--- config.mk ---
export PLATFORM = sky130hd
export DESIGN_NAME = ddm_front
export DESIGN_NICKNAME = d
export VERILOG_FILES = /design/src/rtl/core/ddm_pkg.sv /design/src/rtl/core/ddm_front.sv
export SDC_FILE = /design/constraint.sdc
export NUM_CORES = 1
export LEC_CHECK = 0
export ABC_AREA = 0
export BUFFER_PORTS_ARGS = -buffer_cell sky130_fd_sc_hd__buf_2
export CORE_ASPECT_RATIO = 0.5
export CORE_MARGIN = 1
export CORE_UTILIZATION = 40
export DETAILED_ROUTE_END_ITERATION = 12
export GPL_TIMING_DRIVEN = 0
export PLACE_DENSITY = 0.65
export SLEW_MARGIN = 20
export SYNTH_ARGS = -nofsm -noshare
export SYNTH_HDL_FRONTEND = slang
export SYNTH_SLANG_ARGS = --single-unit
--- constraint.sdc ---
create_clock -name clk -period 2.38 [get_ports clk]
set_input_delay 0.119 -clock clk [delete_from_list [all_inputs] [get_ports clk]]
set_output_delay 0.119 -clock clk [all_outputs]
set_load 0.02 [all_outputs]
--- src/rtl/core/ddm_pkg.sv ---
// ----------------------------------------------------------------------------
// ddm_pkg
// Shared types and constants of the differential drive mixer.
// ----------------------------------------------------------------------------
package ddm_pkg;

  localparam logic [2:0] REG_ENABLE     = 3'd0;
  localparam logic [2:0] REG_BASE_SPEED = 3'd1;
  localparam logic [2:0] REG_MIN_SPEED  = 3'd2;
  localparam logic [2:0] REG_LEFT_GAIN  = 3'd3;
  localparam logic [2:0] REG_RIGHT_GAIN = 3'd4;

  localparam logic [16:0] SIN_A = 17'd51472;
  localparam logic [14:0] SIN_B = 15'd21024;
  localparam logic [11:0] SIN_C = 12'd2320;
  localparam logic [16:0] MAG_ONE = 17'd32768;

  // Classified command passed from the front part to the back part.
  typedef struct packed {
    logic        active;
    logic [15:0] mag;
    logic [15:0] ang;
  } ddm_item_t;

endpackage

--- src/rtl/core/ddm_front.sv ---
// ----------------------------------------------------------------------------
// ddm_front
// Accepts commands, classifies them as drive or stop and queues them.
// ----------------------------------------------------------------------------
module ddm_front #(
  parameter int ANGLE_BITS = 16
) (
  input  logic               clk,
  input  logic               rst,
  input  logic               start,
  input  logic               cmd,
  input  logic [15:0]        magnitude,
  input  logic [15:0]        heading,
  input  logic               enable,
  input  logic               take,
  output logic               have,
  output ddm_pkg::ddm_item_t item
);
  import ddm_pkg::*;

  localparam int DROP = (ANGLE_BITS < 16) ? 16 - ANGLE_BITS : 0;
  localparam logic [15:0] ANG_MASK = 16'hFFFF << DROP;

  ddm_item_t q [2];
  logic      wptr;
  logic      rptr;
  logic [1:0] count;
  ddm_item_t in_item;

  always_comb begin
    in_item.active = !cmd && enable;
    in_item.mag    = (magnitude > MAG_ONE[15:0]) ? MAG_ONE[15:0] : magnitude;
    in_item.ang    = heading & ANG_MASK;
  end

  always_ff @(posedge clk) begin
    if (start) begin
      q[wptr] <= in_item;
    end
  end

  always_ff @(posedge clk) begin
    if (rst) begin
      wptr  <= 1'b0;
      rptr  <= 1'b0;
      count <= 2'd0;
    end else begin
      if (start) begin
        wptr <= !wptr;
      end
      if (take) begin
        rptr <= !rptr;
      end
      count <= count + {1'b0, start} - {1'b0, take};
    end
  end

  assign have = (count != 2'd0);
  assign item = q[rptr];

`ifndef SYNTHESIS
  a_no_overflow: assert property (@(posedge clk) disable iff (rst)
    count != 2'd3) else $error("queue overflow");
  a_take_valid: assert property (@(posedge clk) disable iff (rst)
    take |-> have) else $error("take from empty queue");
  a_count_move: assert property (@(posedge clk) disable iff (rst)
    (start && !take) |=> count == $past(count) + 2'd1) else $error("count slip");
`endif

endmodule

# == Word-level counts from Yosys, hierarchy flattened ==
# Memories as Yosys holds them, arrays and structs flattened. A register that Yosys moved wholly into a read port is not among the register bits.
# Cells that the tools add are included.
# W data, S select, Z words.
# word_totals
wordCells,17
ff_bits,4
n_memories,1
ram_bits,66
out_inout_bits,34
inputBits,38
# classes
muxes,5
reduce_logical,5
addsub,2
order_cmp,1
# mem_list
memory,words,word_bits,rd,rd_ports_with_merged_regs,wr,line_no,text
q,2,33,1,1,1,ddm_front.sv:24,ddm_item_t q [2];
# ops
op,n
$gt A16 B16 Y1 const B,1
$mux W16,1
$mux W1,4
$logic_not A1 Y1,3
$add A2 B1 Y2,1
$reduce_bool A2 Y1,1
$sub A2 B1 Y2,1
$logic_and A1 B1 Y1,1

# == Longest topological paths before layout ==
# logic_depth
depth_word,3
ltp_mapped,6

# == Worst setup path after synthesis ==
# OpenSTA, ideal clock, no wires.
# synth_path
path_type,register to register
startpoint,reg wptr
endpoint,mem q[0][0] (netlist bit) (enable)
arrival_ns,1.812
stages_incl_launch_ff,2
required_ns,1.953
period_less_slack_ns,2.239
path_buffers,0
setup_time_ns,0.427
slack_ns,0.141
path_cell_list,dfxtp_1 > nor2b_1
# synth_lines
item,line_no,text
"start, declared",ddm_front.sv:25,logic wptr;
"start signal, assigned",ddm_front.sv:49,wptr <= !wptr;
"end, declared",ddm_front.sv:24,
# No word-level cell before the write port.

==> impl_metrics.toml <==
[timing]
fmax_mhz = 648
tightest_slew_ps = 606
hold_violations = 0
postLayoutSetupSlackWorst_ps = 837
finalCriticalPeriod_ps = 1540
rsz0062_at_grt = "false"
fin_hold_ws_ps = 76.2
slew_viol_final = 0
timing.slew.headroom_pct = 59.5
finalClockSkew_ps = 4.93
setup_viol = 0
layout_worst_path_cycle_share_pct = 64.8

[detailed_routing]
wl_per_cell_um = 14.1
drcViolationCount = 0
drtIter0Drc = 41
drt-pass1-iter-count = 4
num_vias = 1500
avgViaCountPerCell = 4.42
ant_nets = 0
routed_wl_mm = 4.79

[cts]
cts.path.max_buffers = 2
clk_latency_ps = 330
cts_tree = "built"
cts-resized-gates = 0
cts-htree-levels = 3
cts.sinks = 71
numCtsBuffers = 9
clk_pin_slew_worst_paths_ps = 50
clockRootBuffer = "clkbuf_16"

[global_routing]
grt_pass1_vias = 1458
grt_pass1_wl_mm = 6.96
grt.total_usage_pct = 13.6
overflow = 0
antenna_found_initial = 0
grtUsageMet2_pct = 24.1
met3_usage_pct = 5.20
grt_max_degree = 18
met1_usage_pct = 14.6
top_usage_layer = "met2"

[final_layout]
nFillCells = 544
antenna_cells = 0
layout-drive-gt1-share_pct = 50.2
area.growth.synth_to_final_pct = 34.0
fin_nets = 282
final_util_pct = 56.5
layout_commonest_cell = "buf_2"
mostFrequentLayoutCells = "buf_2 (71), edfxtp_1 (66), mux2_4 (30)"
final_area_um2 = 3850

[placement]
placed_area_um2 = 3410
hpwlAfterDp_mm = 3.21
dpl_worst_slack_ps = 947
globalplace.congestion = 0.654
port_buffers = 71

[floorplanning]
die_y_um = 61.9
die-area_um2 = 7540
fp.coreArea_um2 = 6810
initial_core_util_pct = 42.2
rows = 21
die_w_um = 122
io_pins = 72

[synth]
netlist-cell-type-count = 16
yosysSeqAreaShare_pct = 72.5
synth-seq-cells = 71
syn_inst = 141
netlist_area_um2 = 2870
synthesis.nets = 181
yosysWarnings = 0
syn_area_per_cell_um2 = 20.4

[min_path]
min_path_type = "in -> reg"
min_from = "cmd"
hold_path_end = "q[0][32]"
worst_hold_path.num_cells = 2

[power_and_ir_drop]
power_density_nw_per_um2 = 825
total_power_uw = 3170
ir_drop_mv = 0.364
leakagePower_uw = 0.00158

[setup_path]
end_kind = "output port"
cp.required_ps = 2260
cp.arrival_ps = 1420
crit_path_start_kind = "flop"
criticalPathCategory = "reg -> out"
reg2reg_to = "q[1][8]"
r2r-start = "wptr"
r2r_slack_ps = 970
critPathMaxFanout = 10
reg2reg_depth = 2

[job]
maxCapViolCount = 0

[status]
status = "complete, no violations"
## where the power goes
group / internal (uW) / switching [uW]
sequential: 1460 / 23.2
combinational: 256 / 238
clock: 759 / 438
total: 2470 / 699
## cell families (layout without fill, tap and decap cells)
kind of cell               after synthesis  in the layout  synth area share (%)
xor gates and xnor gates                 3              3                  1.39
DFF                                     71             71                  72.5
and+or+nand+nor                         24             24                  5.36
muxes                                   33             33                  16.9
adders and majority gates                2              2                 0.871
buffers and inverters                    8            114                  3.01
## worst max-delay path, stage by stage, from the launching register on
cell and delay (ps):
dfxtp_1 320, buf_6 150, buf_12 150, mux2_4 310
buf_2 160
## layer usage
| layer | share of wire [%] | vias to the layer above |
|---|---|---|
| met5 | 0 | - |
| met4 | 1.6 | 0 |
| met3 | 4.2 | 9 |
| met2 | 52 | 37 |
| met1 | 42 | 729 |
| li1 | - | 725 |
## sequential cells by signal (all words and copies together) (netlist names), named ones only
name,flops
wptr,1
rptr,1
count,2
q,66
## worst max path at each step
stage / startpoint / to
6_report: flop / item[31]
5_1_grt: flop / item[26]
4_1_cts: flop / item[6]
3_5_place_dp: wptr / q[1][10]
3_3_place_gp: wptr / q[0][5]
2_1_floorplan: wptr / q[0][0]
## cell type report
type	instances	area, um^2	area share [%]
Clock inverter	1	3.75	0.0976
Sequential cell	71	2080	54.1
Inverter	2	7.51	0.195
Clock buffer	15	268	6.96
Multi-Input combinational cell	62	712	18.5
Buffer	6	78.8	2.05
Timing Repair Buffer	90	581	15.1
Tap cell	92	115	2.99
## cell usage after synthesis, drive strengths merged
cell	instances	share of area, %
buf	4	2.5
dfxtp	5	3.5
clkbuf	2	0.26
inv	2	0.26
nor2b	7	1.5
edfxtp	66	69
or2	1	0.22
and2	1	0.22
xnor2	2	0.61
nor2	4	0.52
and2b	11	2.9
xnor3	1	0.78
ha	2	0.87
mux2	33	17
## per-stage QoR
step / std cells / setup TNS, ps
final: 339 / 0
after global routing: 339 / 0
after CTS: 339 / 0
after detailed placement: 306 / 0
after global placement: 304 / -23780
after floorplan: 141 / 0
## what timing repair did
action,in CTS,in global routing
endpoints found under the hold margin,33,0
buffers inserted,0,0
hold buffers,17,0
Note: power is estimated with default switching activity, not from simulation.
